`config.mk`:
```
export PLATFORM = sky130hd
export DESIGN_NAME = c2c_cordic_stage
export DESIGN_NICKNAME = d
export VERILOG_FILES = /design/src/rtl/c2c_pkg.sv /design/src/rtl/c2c_cordic_stage.sv
export SDC_FILE = /design/constraint.sdc
export NUM_CORES = 1
export LEC_CHECK = 0
export ABC_CLOCK_PERIOD_IN_PS = 11100
export BUFFER_PORTS_ARGS = -buffer_cell sky130_fd_sc_hd__buf_2
export CORE_UTILIZATION = 50
export CTS_BUF_LIST = sky130_fd_sc_hd__clkbuf_16
export CTS_CLUSTER_SIZE = 24
export DETAILED_ROUTE_END_ITERATION = 10
export PLACE_DENSITY = 0.73
export SYNTH_ARGS = -nofsm -noshare
export SYNTH_HDL_FRONTEND = slang
export SYNTH_SLANG_ARGS = --single-unit
```
`constraint.sdc`:
```
create_clock -name clk -period 11.1 [get_ports clk]
set_input_delay 1.11 -clock clk [delete_from_list [all_inputs] [get_ports clk]]
set_output_delay 1.11 -clock clk [all_outputs]
set_load 0.005 [all_outputs]
```
`src/rtl/c2c_pkg.sv`:
```
// shared constants, types and the arctangent table for the cartesian to cylindrical converter
package c2c_pkg;

  // default number of cordic rotations
  localparam int CORDIC_STAGES_DEF = 24;

  // guard bits added below the magnitudes before rotation
  localparam int GUARD_BITS = 16;

  // cordic datapath: signed x/y width and signed q2.30 angle accumulator width
  localparam int CW = 51;
  localparam int AW = 33;

  // angle constants in q2.30
  localparam logic [33:0] HALF_PI_Q30 = 34'd1686629713;
  localparam logic [33:0] PI_Q30      = 34'd3373259426;
  localparam logic [33:0] TWO_PI_Q30  = 34'd6746518852;

  // largest azimuth code in q3.29
  localparam logic [31:0] AZIMUTH_MAX = 32'd3373259426;

  // square root: one result bit per step, remainder never exceeds twice the root
  localparam int SQRT_STEPS = 32;
  localparam int REM_W      = 34;

  // rotation state carried between cordic stages
  typedef struct packed {
    logic signed [CW-1:0] cx;
    logic signed [CW-1:0] cy;
    logic signed [AW-1:0] acc;
  } cordic_state_t;

  // digit-by-digit square root state
  typedef struct packed {
    logic [REM_W-1:0] rem;
    logic [31:0]      root;
    logic [63:0]      rad;
  } sqrt_state_t;

  // per item side information that travels down the pipeline
  typedef struct packed {
    logic [31:0] z;
    logic        xneg;
    logic        yneg;
    logic        zero;
  } meta_t;

  // one finished result
  typedef struct packed {
    logic [31:0] radius;
    logic [31:0] azimuth;
    logic [31:0] height;
  } result_t;

  // atan(2^-idx) in q2.30, rounded to nearest
  function automatic logic [31:0] c2c_atan(input int idx);
    logic [31:0] val;
    case (idx)
      0: val = 32'd843314857;
      1: val = 32'd497837829;
      2: val = 32'd263043837;
      3: val = 32'd133525159;
      4: val = 32'd67021687;
      5: val = 32'd33543516;
      6: val = 32'd16775851;
      7: val = 32'd8388437;
      8: val = 32'd4194283;
      9: val = 32'd2097149;
      default: begin
        if (idx <= 30) val = 32'd1 << (30 - idx);
        else val = 32'd0;
      end
    endcase
    return val;
  endfunction

endpackage

```
`src/rtl/c2c_cordic_stage.sv`:
```
// one cordic vectoring rotation with a fixed shift
module c2c_cordic_stage
  import c2c_pkg::*;
#(
  parameter int SHIFT = 0
) (
  input  logic          clk,
  input  logic          en,
  input  cordic_state_t d,
  output cordic_state_t q
);

  localparam logic signed [AW-1:0] ATAN_STEP = {{(AW-32){1'b0}}, c2c_atan(SHIFT)};

  logic signed [CW-1:0] dx;
  logic signed [CW-1:0] dy;

  // floor shifts of the cross terms
  always_comb begin
    dx = d.cy >>> SHIFT;
    dy = d.cx >>> SHIFT;
  end

  // rotate towards the x axis, steering on the sign of y
  always_ff @(posedge clk) begin
    if (en) begin
      if (!d.cy[CW-1]) begin
        q.cx  <= d.cx + dx;
        q.cy  <= d.cy - dy;
        q.acc <= d.acc + ATAN_STEP;
      end else begin
        q.cx  <= d.cx - dx;
        q.cy  <= d.cy + dy;
        q.acc <= d.acc - ATAN_STEP;
      end
    end
  end

endmodule

```
==> impl_metrics.yaml <==
hold_path:
  hp-class: "in2reg"
cells_and_area:
  ff_latch_area_sq_mm: 0.004024
  top_regs: "q (134)"
  largest_reg_flops: 134
  fillCellCount: 2743
  multi_input_area_sq_mm: 0.01016
  utilization_pct: 58.32
  top_register: "q"
  final_nets: 2382
  syn_to_final_growth_pct: 14.18
  diodes: 0
  drive_above_1_share_pct: 16.92
sta:
  slew_headroom_pct: 36.60
  tightest_slew_ns: 0.9510
  final_hold_viol_count: 0
  finalSetupTns_ns: 0
  slew_viol_final: 0
  fin_crit_sh_pct: 42.61
  setup_violations: 0
  rsz0062_at_grt: "no"
  fmax_mhz: 211.4
  layout_min_cycle_time_ns: 4.730
detailed_routing:
  wl_met3_mm: 4.270
  num_vias: 15070
  met2_wirelength_mm: 23.08
  routed_wl_mm: 50.93
  topRoutingLayerUsed: "met5"
  wl_met1_mm: 21.91
  dr.pass1.iters: 8
  drt-initial-drc-count: 1418
  ant_nets: 0
  wire_per_inst_microns: 20.81
  vias_per_cell: 6.158
  drc: 0
die:
  io_pins: 272
  fp.dieW_microns: 176.2
  initial_core_util_pct: 51.08
  die_h_microns: 176.2
  rows: 63
  core_area_sq_mm: 0.02972
  die-area_sq_mm: 0.03106
pwr:
  peakVddDrop_uv: 100.4
  p_total_mw: 2.169
  powerDensity_mw_per_mm2: 125.2
  p_leak_nw: 7.674
global_route:
  grt_pass1_vias: 14280
  track_usage_pct: 32.20
  antenna_found_initial: 1
  grt.overflow.total: 0
  grt_max_degree: 75
  grt_first_pass_wirelength_mm: 77.94
synthesis:
  synth_edf_count: 134
  syn_nets: 2167
  synth_area_leader_cell: "edfxtp_1"
  synth_most_common_cell: "a21oi_1"
  yosysWarnings: 0
  synth_cells: 1829
  synth.avg_cell_area_sq_um: 8.299
  synth_flop_cell: "edfxtp_1"
  ys_ff_latch: 134
  synth_seq_area_share_pct: 26.51
  ys_types: 87
  synthesis.area_sq_mm: 0.01518
  async_flop_share_pct: 0
  synthTopCellsByArea: "edfxtp_1 (27%), ha_1 (16%), a21oi_1 (8.3%), xnor2_1 (6.5%), o21ai_0 (4.2%)"
  yosys-top-cells-count: "a21oi_1 (252), ha_1 (197), inv_1 (168), nor2_1 (140), edfxtp_1 (134)"
  synth_top_area_share_pct: 26.51
placed_design:
  io_buffer_count: 271
  hpwl_mm: 40.49
  gp_congestion: 0.9833
worst_setup_path:
  crit_type: "in2reg"
  critPathMaxFanout: 64
  cp_data_required_time_ns: 11.30
  start_kind: "input pin"
  crit_path_end_kind: "flop"
  cp.arrival_ns: 4.93
clock_tree:
  holdBufCountCts: 0
  cts_resized: 0
  cts_htree_levels: 4
  path_clk_slew_ns: 0.06
  cts_buffer_depth: 2
  root_buffer: "clkbuf_16"
  cts_tree: "done"
  post_cts_buffers: 0
  cts_made_buffers: 17
  cts_sinks: 134
run_status:
  status: "finished clean"
job:
  max-cap-violations: 0
==> metrics by stage <==
step           hold WS [ns]  cell area (sq um)  setup slack, ns  std cells
2_1_floorplan         1.223              15180            6.308       1829
3_3_place_gp          1.392              16710            6.001       2415
3_5_place_dp          1.397              16710            5.947       2415
4_1_cts              0.9462              17330            6.423       2447
5_1_grt              0.9490              17330            6.275       2447
6_report             0.9549              17330            6.370       2447
==> path summary, 6_finish.rpt <==
check	start	to	slack [ns]	cells past startpoint
setup / recovery	d[83]	q[31]$_DFFE_PP_	6.37	14
hold / removal	d[0]	q[0]$_DFFE_PP_	0.95	2
==> power by group <==
part,switching [mW],total (mW),internal (mW)
Clock,0.255,0.633,0.378
Sequential,0.0238,0.699,0.675
Combinational,0.521,0.837,0.316
==> routing by layer <==
layer | vias to the layer above | GRT usage (%)
met4 | 2 | 11.96
met5 | - | 0
li1 | 7051 | -
met2 | 771 | 52.58
met1 | 7120 | 42.63
met3 | 124 | 5.254
==> logic make-up (layout without fill, tap and decap cells) <==
kind of cell               Yosys count  in the layout  synth area share, %
AOI/OAI and AO/OA                  661            661                27.51
xor gates and xnor gates           124            124                7.155
adders and majority gates          201            201                16.77
buffers and inverters              250            478                6.586
DFF                                134            134                26.51
muxes                               32             32                2.110
and+or+nand+nor                    427            427                13.36
==> cell usage in the layout, fill, tap and decap left out, drive strengths merged, types with 22 or more instances in the layout <==
cell type / count
a21o: 44
a21oi: 257
buf: 275
edfxtp: 134
ha: 197
inv: 171
mux2i: 32
nand2: 105
nand3: 23
nand4: 29
nor2: 140
nor3: 40
nor4: 22
o21ai: 138
o21bai: 53
o31ai: 24
xnor2: 113
==> worst max-delay path, cell delays in order <==
cell and delay (ns):
buf_4 0.57, clkinv_2 0.10, buf_4 0.37, ha_1 0.47
and3_4 0.22, a221oi_2 0.23, nand2_1 0.10, a222oi_1 0.64
o31ai_2 0.24, a41oi_2 0.27, nand3_2 0.10, a31o_1 0.23
a21oi_2 0.15, xnor2_1 0.07
==> cell type report <==
| type | instances | share of cell area (%) |
|---|---|---|
| clock buffers | 17 | 2.455 |
| clock inverters | 15 | 1.155 |
| inverters | 171 | 3.711 |
| multi-input cells | 1445 | 58.60 |
| flip-flops and latches | 134 | 23.22 |
| well taps | 390 | 2.815 |
| repair buffers | 275 | 8.049 |
No activity file was read; power rests on OpenSTA's default activity.
