## config.mk

```make
export PLATFORM = sky130hd
export DESIGN_NAME = c2c_sqrt_stage
export DESIGN_NICKNAME = d
export VERILOG_FILES = /design/src/rtl/c2c_pkg.sv /design/src/rtl/c2c_sqrt_stage.sv
export SDC_FILE = /design/constraint.sdc
export NUM_CORES = 1
export LEC_CHECK = 0
export ABC_AREA = 1
export ABC_CLOCK_PERIOD_IN_PS = 2750
export BUFFER_PORTS_ARGS = -buffer_cell sky130_fd_sc_hd__buf_4
export CORE_MARGIN = 5
export CORE_UTILIZATION = 35
export DETAILED_ROUTE_END_ITERATION = 8
export GPL_TIMING_DRIVEN = 0
export SETUP_SLACK_MARGIN = 0.5
export SKIP_LAST_GASP = 1
export SYNTH_ARGS = -nofsm -noshare
export SYNTH_HDL_FRONTEND = slang
export SYNTH_SLANG_ARGS = --single-unit
```

## constraint.sdc

```tcl
create_clock -name clk -period 2.75 [get_ports clk]
set_input_delay 0.1375 -clock clk [delete_from_list [all_inputs] [get_ports clk]]
set_output_delay 0.1375 -clock clk [all_outputs]
set_load 0.05 [all_outputs]
```

## src/rtl/c2c_pkg.sv

```systemverilog
// shared constants, types and the arctangent table for the cartesian to cylindrical converter
package c2c_pkg;

  // default number of cordic rotations
  localparam int CORDIC_STAGES_DEF = 24;

  // guard bits added below the magnitudes before rotation
  localparam int GUARD_BITS = 16;

  // cordic datapath: signed x/y width and signed q2.30 angle accumulator width
  localparam int CW = 51;
  localparam int AW = 33;

  // angle constants in q2.30
  localparam logic [33:0] HALF_PI_Q30 = 34'd1686629713;
  localparam logic [33:0] PI_Q30      = 34'd3373259426;
  localparam logic [33:0] TWO_PI_Q30  = 34'd6746518852;

  // largest azimuth code in q3.29
  localparam logic [31:0] AZIMUTH_MAX = 32'd3373259426;

  // square root: one result bit per step, remainder never exceeds twice the root
  localparam int SQRT_STEPS = 32;
  localparam int REM_W      = 34;

  // rotation state carried between cordic stages
  typedef struct packed {
    logic signed [CW-1:0] cx;
    logic signed [CW-1:0] cy;
    logic signed [AW-1:0] acc;
  } cordic_state_t;

  // digit-by-digit square root state
  typedef struct packed {
    logic [REM_W-1:0] rem;
    logic [31:0]      root;
    logic [63:0]      rad;
  } sqrt_state_t;

  // per item side information that travels down the pipeline
  typedef struct packed {
    logic [31:0] z;
    logic        xneg;
    logic        yneg;
    logic        zero;
  } meta_t;

  // one finished result
  typedef struct packed {
    logic [31:0] radius;
    logic [31:0] azimuth;
    logic [31:0] height;
  } result_t;

  // atan(2^-idx) in q2.30, rounded to nearest
  function automatic logic [31:0] c2c_atan(input int idx);
    logic [31:0] val;
    case (idx)
      0: val = 32'd843314857;
      1: val = 32'd497837829;
      2: val = 32'd263043837;
      3: val = 32'd133525159;
      4: val = 32'd67021687;
      5: val = 32'd33543516;
      6: val = 32'd16775851;
      7: val = 32'd8388437;
      8: val = 32'd4194283;
      9: val = 32'd2097149;
      default: begin
        if (idx <= 30) val = 32'd1 << (30 - idx);
        else val = 32'd0;
      end
    endcase
    return val;
  endfunction

endpackage

```

## src/rtl/c2c_sqrt_stage.sv

```systemverilog
// one restoring square root step: two radicand bits in, one root bit out
module c2c_sqrt_stage
  import c2c_pkg::*;
(
  input  logic        clk,
  input  logic        en,
  input  sqrt_state_t d,
  output sqrt_state_t q
);

  logic [REM_W+1:0] shifted;
  logic [REM_W+1:0] trial;
  logic [REM_W+1:0] diff;
  logic             take;

  // trial subtraction of 4*root + 1
  always_comb begin
    shifted = {d.rem, d.rad[63:62]};
    trial   = {2'b00, d.root, 2'b01};
    diff    = shifted - trial;
    take    = (shifted >= trial);
  end

  // step register
  always_ff @(posedge clk) begin
    if (en) begin
      q.rem  <= take ? diff[REM_W-1:0] : shifted[REM_W-1:0];
      q.root <= {d.root[30:0], take};
      q.rad  <= {d.rad[61:0], 2'b00};
    end
  end

endmodule

```

==> reports/results.tsv, run 1 <==
metric	value	unit
RSZ-0062 raised after global routing	no	
via count	6402	
Routability Congestion	0.934	
Post-Syn Area	6900	um2
max-slew violations	0	
Cells after Synth	775	
synthesis-to-layout area growth	59.8	%
Residual DRC	0	
sum of negative setup slack	0	ns
area leader, netlist	edfxtp_1	
Final Util	56.6	%
DIE AREA	22600	um2
# rows	51	
Non-Filler Instances	1455	
Worst Max-Slew Pin Slew	0.685	ns
synth warn	0	
H-Tree Depth	4	
initial antenna violation count	0	
post-DP HPWL	17200	um
Max Freq	476	MHz
GRT Util Overall	20.3	%
PortBufs	259	
first-pass GRT wire length	35300	um
Setup CP Type	input pin to register	
pwr dens	606	nW/um2
Chip Height	150	um
final layout net count	1343	
post-synthesis register bit count	128	
LEAKAGE	0.00538	uW
syn avg cell area	8.90	um2
Slew headroom	53.9	%
Synth area leaders	edfxtp_1 56%, nand2_1 16%, inv_1 7.6%	
final total power	6680	uW
GR Overflow Total	0	
antenna fix cells	0	
vias in the first global route	6502	
Vias/cell	4.40	
WP data required	2.91	ns
1st-pass router iterations	5	
final wirelength	23500	um
Max Cap Viol	0	
crit path DAT	2.26	ns
Initial DRC Count	351	
max FFs per register	128	
maximum VDD drop	429	uV
Largest regs	q x128	
final hold vios	0	
Yosys top cell area share	55.7	%
CTS tree	done	
Ports	262	
WL per Instance	16.1	um
Clock transition at path regs	0.06	ns
Post-DP Area	9210	um2
worst hold path type	input pin to register	
pin count of the biggest net entering global routing	91	
Initial Util	35.4	%
CP Max Fanout	10	
cell count after placement	1301	
clk sinks	128	
min cycle time layout	2.10	ns
layout cells sized above 1	26.9	%
Setup-failing EPs final	0	
cts bufs inserted	17	
endpoint type of the worst setup path	register	
CTS max path bufs	2	
Die X	150	um
Biggest register	q	
distinct cell type count after synthesis	25	
Routed Antenna Nets	0	
outcome	finished clean	
Root Buffer	clkbuf_16	
hold path depth	3	
final period utilization	76.3	%
Final Cell Area	11000	um2
crit start category	input pin	
sequential element share of the synthesized area	55.7	%
core area	19500	um2
power breakdown:
part           total (uW)  internal (uW)  switching [uW]
clock                2220           1270             954
combinational        2020            702            1320
sequential           2440           2380            55.4
total                6680           4350            2330
cells in the final DEF, fill, tap and decap left out, types with 3 or more instances in the layout:
cell             n
nand2_1        288
buf_4          266
inv_1          139
edfxtp_1       128
dlygate4sd3_1  119
nor2_1          49
nand3_1         38
ha_1            32
a21oi_1         24
clkbuf_16       17
xor2_1          15
o21ai_0         13
nor2_2           8
nand4_1          6
clkinvlp_4       5
inv_6            5
buf_6            4
nand3b_1         4
and2_1           3
nor3_1           3
o21bai_1         3
xnor2_1          3
routing by layer:
metal  wire [um]  part of all wire (%)  global-route usage, %
met1        9670                    41                   24.7
met2       11300                    48                   35.0
met3        2110                   9.0                   6.17
met4         455                   1.9                   5.86
met5           0                     0                      0
per-stage QoR:
stage / hold WS (ns) / setup WS (ns)
2_1_floorplan: 0.236 / 0.960
3_3_place_gp: 0.315 / 0.374
3_5_place_dp: 0.317 / 0.358
4_1_cts: 0.00156 / 0.543
5_1_grt: 0.00776 / 0.508
6_report: 0.0127 / 0.651
critical path, cell delays in order:
cell	delay, ns
dlygate4sd3_1	0.54
buf_4	0.13
inv_1	0.09
ha_4	0.22
nand2_1	0.10
nor2_2	0.04
nand2_1	0.09
nor2_2	0.05
nand2_1	0.08
a21oi_2	0.05
nor2_1	0.16
nand2_4	0.13
buf_4	0.21
nand3_1	0.15
nand2_1	0.07
timing repair:
action / 4_1_cts / 5_1_grt
resized for setup: 0 / 3
hold endpoints to repair: 119 / 0
buffers inserted: 0 / 3
endpoints found under the setup margin: 0 / 30
hold buffers: 119 / 0
cells by family after synthesis:
| family | after synthesis | share of synthesized area (%) |
|---|---|---|
| simple gates | 404 | 23.9 |
| buf+inv | 148 | 8.69 |
| flops | 128 | 55.7 |
| compound gates | 42 | 3.21 |
| fa+ha+maj | 34 | 6.17 |
| xor+xnor | 18 | 2.29 |
| other cells | 1 | 0.0544 |
cells in the mapped netlist:
library cell  number
nand2_1          288
inv_1            139
edfxtp_1         128
nor2_1            49
nand3_1           38
ha_1              34
a21oi_1           25
xor2_1            15
o21ai_0           13
nor2_2             8
nand4_1            6
buf_4              5
nand3b_1           4
and2_1             3
buf_6              3
nor3_1             3
o21bai_1           3
xnor2_1            3
nand2_2            2
a21oi_2            1
conb_1             1
inv_4              1
nand2_4            1
nand3_2            1
or2_2              1
final cells by class:
cell class / instances / area (um2)
fillers: 1804 / 8440
flip-flops and latches: 128 / 3840
repair buffers: 382 / 3190
multi-input cells: 500 / 2490
inverters: 140 / 528
clock buffers: 17 / 425
well taps: 265 / 332
clock inverters: 15 / 146
plain buffers: 8 / 71.3
final timing paths:
kind              startpoint               end  slack [ns]
setup / recovery       d[92]  q[122]$_DFFE_PP_        0.65
hold / removal        d[127]  q[129]$_DFFE_PP_        0.01
Note: power is estimated with default switching activity, not from simulation.
==> inputs of run 2 (changes only) <==
ABC_AREA = 0   (was 1)
ABC_CLOCK_PERIOD_IN_PS = 2000   (was 2750)
clock period = 2 ns   (was 2.75 ns; I/O delays follow)
==> run 2 against run 1 <==
Compared with the run above:
- the flow now finishes with violations (hold timing, setup timing)
- die area is 7.9% lower
- sequential power up 38%
- sequential share of layout area down 2.8 points
- largest power group unchanged
- routed wire length down 6.1%
- cell count is 17% lower
- hold slack worse by 0.016 ns
- total power is 47% higher
- flip-flop and latch count stayed put
- critical endpoint is now q[123]$_DFFE_PP_
- global-route usage decreased by 0.39 points
==> reports/results.tsv, run 2 <==
metric	value	unit
outcome	finished, violations left	
failing checks	hold timing, setup timing	
Initial DRC Count	340	
Setup-failing EPs final	13	
initial antenna violation count	0	
Gate power share	33.5	%
Final WS setup	-0.0952	ns
WP data required	2.17	ns
LEAKAGE	0.00510	uW
list of most frequent post-synthesis cells	128 x edfxtp_1, 58 x nand2_1, 42 x inv_1	
GRT Util Overall	20.0	%
via count	5745	
Routability Congestion	0.790	
Biggest register	q	
core area	17800	um2
commonest non-fill, non-tap cell in the layout	buf_4	
Routed Antenna Nets	0	
# rows	49	
Seq pwr share	34.1	%
Post-synth EDFFs	128	
max-slew violations	0	
Clk pwr share	32.3	%
Post-Syn Area	6310	um2
syn avg cell area	12.5	um2
Sequential Area	3840	um2
endpoint type of the worst setup path	register	
final wirelength	22100	um
max FFs per register	128	
Residual DRC	0	
Chip Height	144	um
Vias/cell	4.76	
Max Cap Viol	0	
pin count of the biggest net entering global routing	75	
CTS tree	done	
area leader, netlist	edfxtp_1	
vias in the first global route	5865	
Ports	262	
Hold WS	-0.00296	ns
PortBufs	259	
Largest regs	q x128	
clk sinks	128	
Synth area leaders	edfxtp_1 61%, ha_1 6.7%, nand2_1 3.4%	
Most used DFF post-synth	edfxtp_1	
final hold vios	1	
post-synthesis register bit count	128	
Yosys top cell area share	60.9	%
1st-pass router iterations	4	
WL per Instance	18.3	um
synthesis-to-layout area growth	89.9	%
layout cells sized above 1	50.5	%
Max Freq	477	MHz
first-pass GRT wire length	31800	um
CP Max Fanout	7	
final layout net count	1132	
RSZ-0062 raised after global routing	yes	
commonest cells after routing, fill and taps aside	285 x buf_4, 128 x edfxtp_1, 124 x dlygate4sd3_1	
Clock transition at path regs	0.06	ns
min cycle time layout	2.10	ns
sw frac	33.6	%
worst hold path type	input pin to register	
maximum VDD drop	577	uV
Worst Max-Slew Pin Slew	0.540	ns
DIE AREA	20800	um2
GR Overflow Total	0	
Net Sw Power	3310	uW
Slew headroom	64.0	%
distinct cell type count after synthesis	62	
dpl ws	-0.727	ns
cell with the most instances after synthesis	edfxtp_1	
H-Tree Depth	4	
Power Internal	6540	uW
post-DP HPWL	14600	um
pwr dens	821	nW/um2
cts bufs inserted	17	
Die X	144	um
area of the multi-input gates	2950	um2
Initial Util	35.4	%
Cells after Synth	507	
crit path DAT	2.26	ns
Synth async-reset ratio	0	%
sequential element share of the synthesized area	60.9	%
final total power	9850	uW
final period utilization	105	%
crit start category	input pin	
synth warn	0	
FILL cells	1294	
CTS max path bufs	2	
antenna fix cells	0	
Root Buffer	clkbuf_16	
Setup CP Type	input pin to register	
## run 2: cell types whose count changed in the layout (fill, tap and decap cells not counted), moves of 19 or more
cell,change
buf_4,+19
ha_1,-20
ha_4,+19
inv_1,-112
nand2_1,-255
nand3_1,-36
nor2_1,-34
## run 2: critical path: stages
cell and delay, ns:
buf_8 0.11, inv_8 0.04, ha_4 0.18, buf_8 0.13, a21o_1 0.18, o41ai_2 0.29, o211ai_1 0.24, a211oi_2 0.22
o21a_2 0.24, buf_12 0.18, clkinv_4 0.07, mux2_4 0.29
## run 2: cell families (layout without fill, tap and decap cells)
logic type      count (synthesis)  in the layout  share of synthesized area, %
other cells                     1              2                        0.0594
buf+inv                        59            530                          4.08
compound gates                133            133                          14.8
xor+xnor                       27             27                          3.74
flops                         128            128                          60.9
fa+ha+maj                      34             34                          6.74
simple gates                  120            120                          8.88
mux                             5              5                         0.872
## run 2: routing by layer
layer / part of all wire, % / track usage, % / wire [um]
met5: 0 / 0 / 0
met4: 1.8 / 6.53 / 390
met3: 8.5 / 5.13 / 1890
met2: 50 / 35.0 / 11100
met1: 39 / 24.0 / 8660
## run 2: worst paths after layout
check	startpoint	endpoint	depth (start not counted)
worst min-delay path	d[97]	q[99]$_DFFE_PP_	3
worst max-delay path	d[71]	q[123]$_DFFE_PP_	12
## run 2: repair_timing
item	CTS	global route
cloned	7	1
resized for setup	100	74
hold buffers	121	3
buffers inserted	37	10
hold endpoints to repair	121	3
endpoints found under the setup margin	35	35
pin swaps	54	40
## run 2: final cells by class
cell class | instances | area share (%)
repair buffers | 439 | 32.4
plain buffers | 16 | 1.92
flip-flops and latches | 128 | 32.0
clock inverters | 15 | 1.42
multi-input cells | 321 | 24.6
well taps | 229 | 2.39
clock buffers | 17 | 3.55
inverters | 43 | 1.66
## run 2: stage by stage
step | setup TNS, ns | cell area (um2) | util (%) | hold WS (ns) | instances
5_1_grt | -3.06 | 12000 | 67.2 | 0.00332 | 1208
4_1_cts | -0.357 | 11600 | 65.0 | 0.000255 | 1194
3_5_place_dp | -21.08 | 9020 | 50.6 | 0.279 | 997
3_3_place_gp | -21.20 | 8990 | 50.4 | 0.279 | 996
2_1_floorplan | -1.56 | 6760 | - | 0.199 | 508
6_report | -0.518 | 12000 | 67.2 | -0.00296 | 1208
## run 2: power by group through the flow
stage	registers, uW	clock network [uW]	logic (uW)
2_1_floorplan	4370	0	799
3_3_place_gp	3420	0	2630
4_1_cts	3360	3250	3150
5_1_grt	3390	3380	3480
6_report	3360	3180	3300
3_5_place_dp	3420	0	2660
