### src/rtl/c2c_pkg.sv
// shared constants, types and the arctangent table for the cartesian to cylindrical converter
package c2c_pkg;

  // default number of cordic rotations
  localparam int CORDIC_STAGES_DEF = 24;

  // guard bits added below the magnitudes before rotation
  localparam int GUARD_BITS = 16;

  // cordic datapath: signed x/y width and signed q2.30 angle accumulator width
  localparam int CW = 51;
  localparam int AW = 33;

  // angle constants in q2.30
  localparam logic [33:0] HALF_PI_Q30 = 34'd1686629713;
  localparam logic [33:0] PI_Q30      = 34'd3373259426;
  localparam logic [33:0] TWO_PI_Q30  = 34'd6746518852;

  // largest azimuth code in q3.29
  localparam logic [31:0] AZIMUTH_MAX = 32'd3373259426;

  // square root: one result bit per step, remainder never exceeds twice the root
  localparam int SQRT_STEPS = 32;
  localparam int REM_W      = 34;

  // rotation state carried between cordic stages
  typedef struct packed {
    logic signed [CW-1:0] cx;
    logic signed [CW-1:0] cy;
    logic signed [AW-1:0] acc;
  } cordic_state_t;

  // digit-by-digit square root state
  typedef struct packed {
    logic [REM_W-1:0] rem;
    logic [31:0]      root;
    logic [63:0]      rad;
  } sqrt_state_t;

  // per item side information that travels down the pipeline
  typedef struct packed {
    logic [31:0] z;
    logic        xneg;
    logic        yneg;
    logic        zero;
  } meta_t;

  // one finished result
  typedef struct packed {
    logic [31:0] radius;
    logic [31:0] azimuth;
    logic [31:0] height;
  } result_t;

  // atan(2^-idx) in q2.30, rounded to nearest
  function automatic logic [31:0] c2c_atan(input int idx);
    logic [31:0] val;
    case (idx)
      0: val = 32'd843314857;
      1: val = 32'd497837829;
      2: val = 32'd263043837;
      3: val = 32'd133525159;
      4: val = 32'd67021687;
      5: val = 32'd33543516;
      6: val = 32'd16775851;
      7: val = 32'd8388437;
      8: val = 32'd4194283;
      9: val = 32'd2097149;
      default: begin
        if (idx <= 30) val = 32'd1 << (30 - idx);
        else val = 32'd0;
      end
    endcase
    return val;
  endfunction

endpackage

### src/rtl/c2c_skid.sv
// output register with a one-entry skid buffer
module c2c_skid
  import c2c_pkg::*;
(
  input  logic    clk,
  input  logic    rst,
  input  logic    p_valid,
  input  result_t p_data,
  output logic    full,
  output logic    out_valid,
  input  logic    out_stall,
  output result_t out_data
);

  result_t skid_data;

  // control: output slot and skid slot occupancy
  always_ff @(posedge clk) begin
    if (rst) begin
      out_valid <= 1'b0;
      full      <= 1'b0;
    end else if (!out_valid || !out_stall) begin
      if (full) begin
        out_valid <= 1'b1;
        full      <= 1'b0;
      end else begin
        out_valid <= p_valid;
      end
    end else if (p_valid && !full) begin
      full <= 1'b1;
    end
  end

  // payload
  always_ff @(posedge clk) begin
    if (!out_valid || !out_stall) begin
      out_data <= full ? skid_data : p_data;
    end
    if (out_valid && out_stall && !full) begin
      skid_data <= p_data;
    end
  end

endmodule

### config.mk
export PLATFORM = sky130hd
export DESIGN_NAME = c2c_skid
export DESIGN_NICKNAME = d
export VERILOG_FILES = /design/src/rtl/c2c_pkg.sv /design/src/rtl/c2c_skid.sv
export SDC_FILE = /design/constraint.sdc
export NUM_CORES = 1
export LEC_CHECK = 0
export ABC_AREA = 1
export BUFFER_PORTS_ARGS = -buffer_cell sky130_fd_sc_hd__buf_2
export CAP_MARGIN = 15
export CORE_MARGIN = 3
export CORE_UTILIZATION = 52
export DETAILED_ROUTE_END_ITERATION = 8
export PLACE_DENSITY = 0.79
export SLEW_MARGIN = 25
export SYNTH_ARGS = -nofsm -noshare
export SYNTH_HDL_FRONTEND = slang
export SYNTH_SLANG_ARGS = --single-unit
### constraint.sdc
create_clock -name clk -period 11.2 [get_ports clk]
set_input_delay 1.12 -clock clk [delete_from_list [all_inputs] [get_ports clk]]
set_output_delay 1.12 -clock clk [all_outputs]
set_load 0.005 [all_outputs]
==> impl_metrics.toml, run 1 <==
[setup_path]
ff2ff_path_depth = 4
rr_startpoint = "out_valid"
element_type_at_the_critical_path_end = "register"
worst_setup_path_startpoint = "out_stall"
cp_data_required_time_ns = 11.25
crit_start_category = "primary input"
worst_r2r_endpoint = "skid_data[8]"
cp_max_fo = 57
critPathCapture = "skid_data[8]"
criticalPathCategory = "primary input to register"
worst_ep_arrival_time_ns = 3.01
timing.reg2reg.setup_slack_ns = 8.63

[yosys]
post_synth_fa_ha_maj_area_fraction_pct = 0
ys_top_cells_by_count = "sky130_fd_sc_hd__edfxtp_1, sky130_fd_sc_hd__inv_1, sky130_fd_sc_hd__nand2_1"
post_synth_arst_share_pct = 0
area_share_of_and_or_nand_nor_cells_after_synthesis_pct = 5.31
post_synth_mux_area_share_pct = 0
synthXorXnorAreaFrac_pct = 0
synth_fp_nets = 610
synthDistinctLibCells = 11
postSynthRegisterBits = 194
netlist_instances = 510
post_synth.cell_area_avg_um2 = 14.1
synth.area.top_cells = "sky130_fd_sc_hd__edfxtp_1, sky130_fd_sc_hd__o21ai_0, sky130_fd_sc_hd__inv_1"
most_frequent_cell_after_synthesis = "sky130_fd_sc_hd__edfxtp_1"
synth_top_area_cell = "sky130_fd_sc_hd__edfxtp_1"
dominantRegCellSynth = "sky130_fd_sc_hd__edfxtp_1"
dominant_combinational_cell_family_by_area_after_synthesis = "buffers and inverters"
compound_cell_area_share_of_the_yosys_netlist_pct = 6.77
post_synth_instance_area_um2 = 7170
synth-warning-count = 0
seq_area_frac_synth_pct = 81.0
post-synth-top-area-fraction_pct = 80.4
count_of_flip_flops_with_a_built_in_enable_after_synthesis = 192

[timing]
final-setup-viol-count = 0
layout_worst_path_cycle_share_pct = 26.5
drv_slew = 0
grt_setup_unrepaired = "no"
timing.final.ws_setup_ns = 8.24
hold_violations = 0
worst_clock_skew_ns = 0.0120
timing.slew.headroom_pct = 37.4
tightestPinTransition_ns = 0.938
layout_min_cycle_time_ns = 2.96
fmaxAchievable_mhz = 337
tns_ns = 0

[clocking]
tritoncts_clock_tree = "built"
cts.htree.levels = 4
tritoncts_num_sinks = 194
post_cts_resized = 0
worstSkewPairLatency_ns = 0.42
ctsHoldBuffers = 0
number_of_post_cts_setup_repair_buffers = 0
cts_root_buffer = "sky130_fd_sc_hd__clkbuf_16"
number_of_buffers_created_by_cts = 17
clk_pin_slew_worst_paths_ns = 0.07
clock_tree.buffer_depth = 2

[job]
maxCapViolations = 0

[global_route]
grt_first_pass_wirelength_um = 20400
global_route.overflow_total = 0
grt_antenna_before_repair = 0
grt_start_max_net_pins = 119
grt_use_total_pct = 18.0
vias_in_the_first_global_route = 4105

[cells_and_area]
area_delta_synth_final_pct = 23.5
layout.nets = 809
layout_cells_sized_above_1_pct = 31.9
n_fill_cell = 1002
antenna_cells_inserted = 0

[place]
place_hpwl_um = 9140
place.port_buffers = 197
place.gp.congestion = 0.762
preCtsSetupSlack_ns = 7.73

[pwr]
final_total_power_mw = 1.51
power.share.switching_pct = 20.1
power.internal_mw = 1.21
power.share.combinational_pct = 5.9
power.share.clock_pct = 37.2
power.share.sequential_pct = 56.8
p_per_area_nw_per_um2 = 171
leakagePower_nw = 3.67
vdd_ir_drop_max_mv = 0.107
power_switching_uw = 305

[routing]
dr_wl_met2_um = 6710
met3WireLength_um = 990
drt.antenna.violating_nets = 0
route.detailed.wl_per_inst_um = 14.8
detail_route.first_pass.iterations = 4
first_iter_violations = 331
wl_met1_um = 5420
vias = 4255
postRouteWirelength_um = 13300
via_cell_ratio = 4.74
routed.top_layer = "met4"
detailed_route_drc_error_count = 0

[die]
fp.dieArea_um2 = 15200
die_h_um = 123
start_util_pct = 53.7
num_rows = 42
io-pin-count = 198
core_region_area_um2 = 13300
chipWidth_um = 123

[hold_path]
min_path_type = "register to register"

[outcome]
outcome = "completed"
-- sequential cells by signal, summed over array words and instances, names as in the netlist --
name and flops:
full 1, out_valid 1, out_data 96, skid_data 96
-- cell families (layout without fill, tap and decap cells) --
| group | after synthesis | count (layout) |
|---|---|---|
| flip-flops | 194 | 194 |
| AND/OR/NAND/NOR | 101 | 101 |
| AO/OA/AOI/OAI | 97 | 97 |
| buffers and inverters | 118 | 329 |
-- worst min path at each step --
| stage | from | end | slack [ns] | cells past startpoint |
|---|---|---|---|---|
| after CTS | out_valid | full | 0.52 | 2 |
| after detailed placement | out_valid | full | 0.51 | 2 |
| after global placement | out_valid | full | 0.49 | 2 |
| after floorplan | out_valid | full | 0.46 | 2 |
| after global routing | out_valid | full | 0.55 | 2 |
| final | out_valid | full | 0.52 | 2 |
-- area by class of cell --
cell class,instances,area (um^2),share of cell area [%]
multi-input combinational,198,881,9.95
clock buffer,18,429,4.85
timing repair buffer,201,1030,11.6
sequential,194,5810,65.6
clock inverter,13,120,1.36
inverter,97,364,4.11
tap,176,220,2.49
-- routing by layer --
metal | vias up | GRT usage (%)
met2 | 160 | 29.4
met3 | 15 | 6.36
li1 | 2119 | -
met5 | - | 0
met4 | 0 | 7.68
met1 | 1961 | 21.9
-- power by group through the flow --
stage               registers (mW)  clock network, mW  logic, mW
global placement             0.875                  0     0.0871
detailed placement           0.876                  0     0.0922
global route                 0.864              0.612      0.103
CTS                          0.862              0.577     0.0924
finish                       0.861              0.564     0.0896
floorplan                    0.881                  0     0.0280
-- worst max-delay path, stage by stage --
cell and delay (ns):
sky130_fd_sc_hd__buf_2 0.12, sky130_fd_sc_hd__nand2_4 0.32, sky130_fd_sc_hd__nor2_4 0.53, sky130_fd_sc_hd__buf_12 0.26
sky130_fd_sc_hd__buf_4 0.60
-- through the flow --
step / std cells / util [%] / hold slack [ns] / cell area (um^2)
floorplan: 510 / - / 0.464 / 7170
CTS: 897 / 66.3 / 0.520 / 8850
global route: 897 / 66.3 / 0.548 / 8850
global placement: 865 / 62.1 / 0.490 / 8280
detailed placement: 866 / 62.2 / 0.509 / 8300
finish: 897 / 66.3 / 0.517 / 8850
-- cells in the final DEF (no fill, tap or decap), types with 2 or more instances in the layout --
master	instances
sky130_fd_sc_hd__clkinvlp_4	4
sky130_fd_sc_hd__clkinv_2	3
sky130_fd_sc_hd__nand2_1	96
sky130_fd_sc_hd__nor2_1	2
sky130_fd_sc_hd__inv_1	97
sky130_fd_sc_hd__edfxtp_1	192
sky130_fd_sc_hd__o21ai_0	96
sky130_fd_sc_hd__clkbuf_16	17
sky130_fd_sc_hd__clkinv_1	4
sky130_fd_sc_hd__bufinv_16	2
sky130_fd_sc_hd__buf_2	197
sky130_fd_sc_hd__buf_4	3
No activity file was read; power rests on OpenSTA's default activity.
==> run 2: changes to the inputs <==
- CORE_UTILIZATION: 52 -> 47
- PLACE_DENSITY: 0.79 -> 0.76
- clock period: 11.2 -> 2.5 ns (I/O delays scaled with it)
==> run 2 against run 1 <==
Compared with the run above: combinational power increased to 4.8 times the previous value; sequential share of layout area decreased by 2.0 points; die area up 10%; worst setup slack lost 7.5 ns; global-route usage shrank 1.5 points; largest power group unchanged; via count rose by 1.3%; critical endpoint is now out_data[45]; highest routed layer is now met5; design area up 3.2%.
==> impl_metrics.toml, run 2 (synthesis results as in run 1) <==
[timing]
tightestPinTransition_ns = 0.653
timing.slew.headroom_pct = 56.5
grt_setup_unrepaired = "no"
hold_violations = 0
timing.final.ws_setup_ns = 0.761
layout_worst_path_cycle_share_pct = 69.6
drv_slew = 0
final-setup-viol-count = 0
worst_clock_skew_ns = 0.00758
fmaxAchievable_mhz = 575
layout_min_cycle_time_ns = 1.74
tns_ns = 0

[setup_path]
largest_stage_delay_worst_path_ns = 0.77
crit_start_category = "register"
kind_of_cell_adding_the_most_delay_to_the_critical_path = "flip-flops"
worstPathCellList = "buf_4 > o21ai_0"
worst_r2r_endpoint = "out_data[45]"
buffer_and_inverter_count_on_the_worst_path = 1
cp_data_required_time_ns = 2.64
worst_ep_arrival_time_ns = 1.88
element_type_at_the_critical_path_end = "register"
timing.reg2reg.setup_slack_ns = 0.76
ff2ff_path_depth = 2
cp_max_fo = 72
crit_slowest_cell = "sky130_fd_sc_hd__dfxtp_4"
criticalPathCategory = "register to register"
rr_startpoint = "full"

[die]
io-pin-count = 198
fp.dieArea_um2 = 16800
start_util_pct = 48.8
core_region_area_um2 = 14700
num_rows = 44
chipWidth_um = 129
die_h_um = 129

[place]
place.port_buffers = 197
place_hpwl_um = 9120
post_dp_cell_area_um2 = 8360
place.detailed.instances = 875
preCtsSetupSlack_ns = 0.723
place.gp.congestion = 0.802

[hold_path]
hold_depth = 1
min_path_type = "primary input to register"
hold_start = "p_data[0]"
worst_hold_path.endpoint = "skid_data[0]"

[pwr]
power.share.combinational_pct = 6.0
power.internal_mw = 5.66
p_per_area_nw_per_um2 = 776
power.share.clock_pct = 39.5
final_total_power_mw = 7.09
power_switching_mw = 1.42
leakagePower_nw = 3.77
power.share.sequential_pct = 54.4
vdd_ir_drop_max_mv = 0.476
power.share.switching_pct = 20.1

[clocking]
tritoncts_num_sinks = 194
worstSkewPairLatency_ns = 0.41
number_of_buffers_created_by_cts = 17
clk_pin_slew_worst_paths_ns = 0.07
cts_root_buffer = "sky130_fd_sc_hd__clkbuf_16"
tritoncts_clock_tree = "built"
number_of_post_cts_setup_repair_buffers = 0
clock_tree.buffer_depth = 2
cts.htree.levels = 4

[cells_and_area]
layout_commonest_cell = "sky130_fd_sc_hd__buf_2"
layout.nets = 825
layout.cells.non_filler = 925
area_delta_synth_final_pct = 27.4
largest_registers = "out_data (96), skid_data (96)"
post-route-cell-area_um2 = 9130
layout_cells_sized_above_1_pct = 32.0
layout_common_cells = "sky130_fd_sc_hd__buf_2, sky130_fd_sc_hd__edfxtp_1, sky130_fd_sc_hd__inv_1, sky130_fd_sc_hd__nand2_1, sky130_fd_sc_hd__o21ai_0"

[global_route]
vias_in_the_first_global_route = 4350
grt.met1_usage_pct = 19.5
grtUsageMet3_pct = 5.36
met2_layer_usage_reported_by_global_route_pct = 27.3
grt_start_max_net_pins = 98
grt_use_total_pct = 16.5
global_route.overflow_total = 0
grt_antenna_before_repair = 6
grt_first_pass_wirelength_um = 21000
grt-busiest-layer = "met2"

[routing]
route.detailed.wl_per_inst_um = 14.9
detailed_route_drc_error_count = 0
postRouteWirelength_um = 13800
first_iter_violations = 329
via_cell_ratio = 4.66
drt.antenna.violating_nets = 0
vias = 4310
detail_route.first_pass.iterations = 4

[outcome]
outcome = "completed"

[job]
maxCapViolations = 0
-- run 2: changes by cell type in the layout (fill, tap and decap cells not counted), sizes merged --
cell / previous run / this run
clkinv: 7 / 6
inv: 97 / 98
buf: 201 / 202
clkinvlp: 4 / 3
dlygate4sd3: 0 / 15
diode: 0 / 3
bufinv: 2 / 4
-- run 2: layer usage --
metal	share of wire (%)	vias to the layer above	routed length [um]
met2	50	144	6890
li1	-	2160	-
met5	0.30	-	41
met1	40	1970	5590
met3	6.6	30	914
met4	2.7	6	368
-- run 2: power by group through the flow --
stage | Combinational [mW] | Clock, mW | Sequential (mW)
global route | 0.484 | 2.99 | 3.87
global placement | 0.401 | 0 | 3.92
CTS | 0.436 | 2.87 | 3.86
detailed placement | 0.418 | 0 | 3.93
finish | 0.427 | 2.80 | 3.86
floorplan | 0.128 | 0 | 3.93
-- run 2: per-stage QoR --
stage	util [%]	hold WS [ns]
3_3_place_gp	56.9	0.411
4_1_cts	62.1	0.000281
3_5_place_dp	56.9	0.416
5_1_grt	62.1	0.00202
2_1_floorplan	-	0.309
6_report	62.1	0.0247
-- run 2: worst max path at each step --
stage | cells past startpoint | startpoint | slack, ns | end
floorplan | 2 | out_valid | -0.19 | skid_data[0]
global placement | 2 | full | 0.79 | out_data[52]
detailed placement | 2 | full | 0.72 | out_data[37]
CTS | 2 | full | 0.71 | out_data[37]
global route | 2 | full | 0.57 | out_data[41]
finish | 2 | full | 0.76 | out_data[45]
-- run 2: area by class of cell --
cell class	count	area, um^2
sequential	194	5810
fill	1113	5570
timing repair buffer	217	1210
multi-input combinational	198	890
clock buffer	18	429
inverter	97	364
tap	184	230
clock inverter	14	188
antenna	3	7.51
-- run 2: what timing repair did --
action | in CTS | in global routing
resized for setup | 0 | 0
hold buffers | 15 | 0
hold endpoints to repair | 15 | 0
setup endpoints to repair | 0 | 0
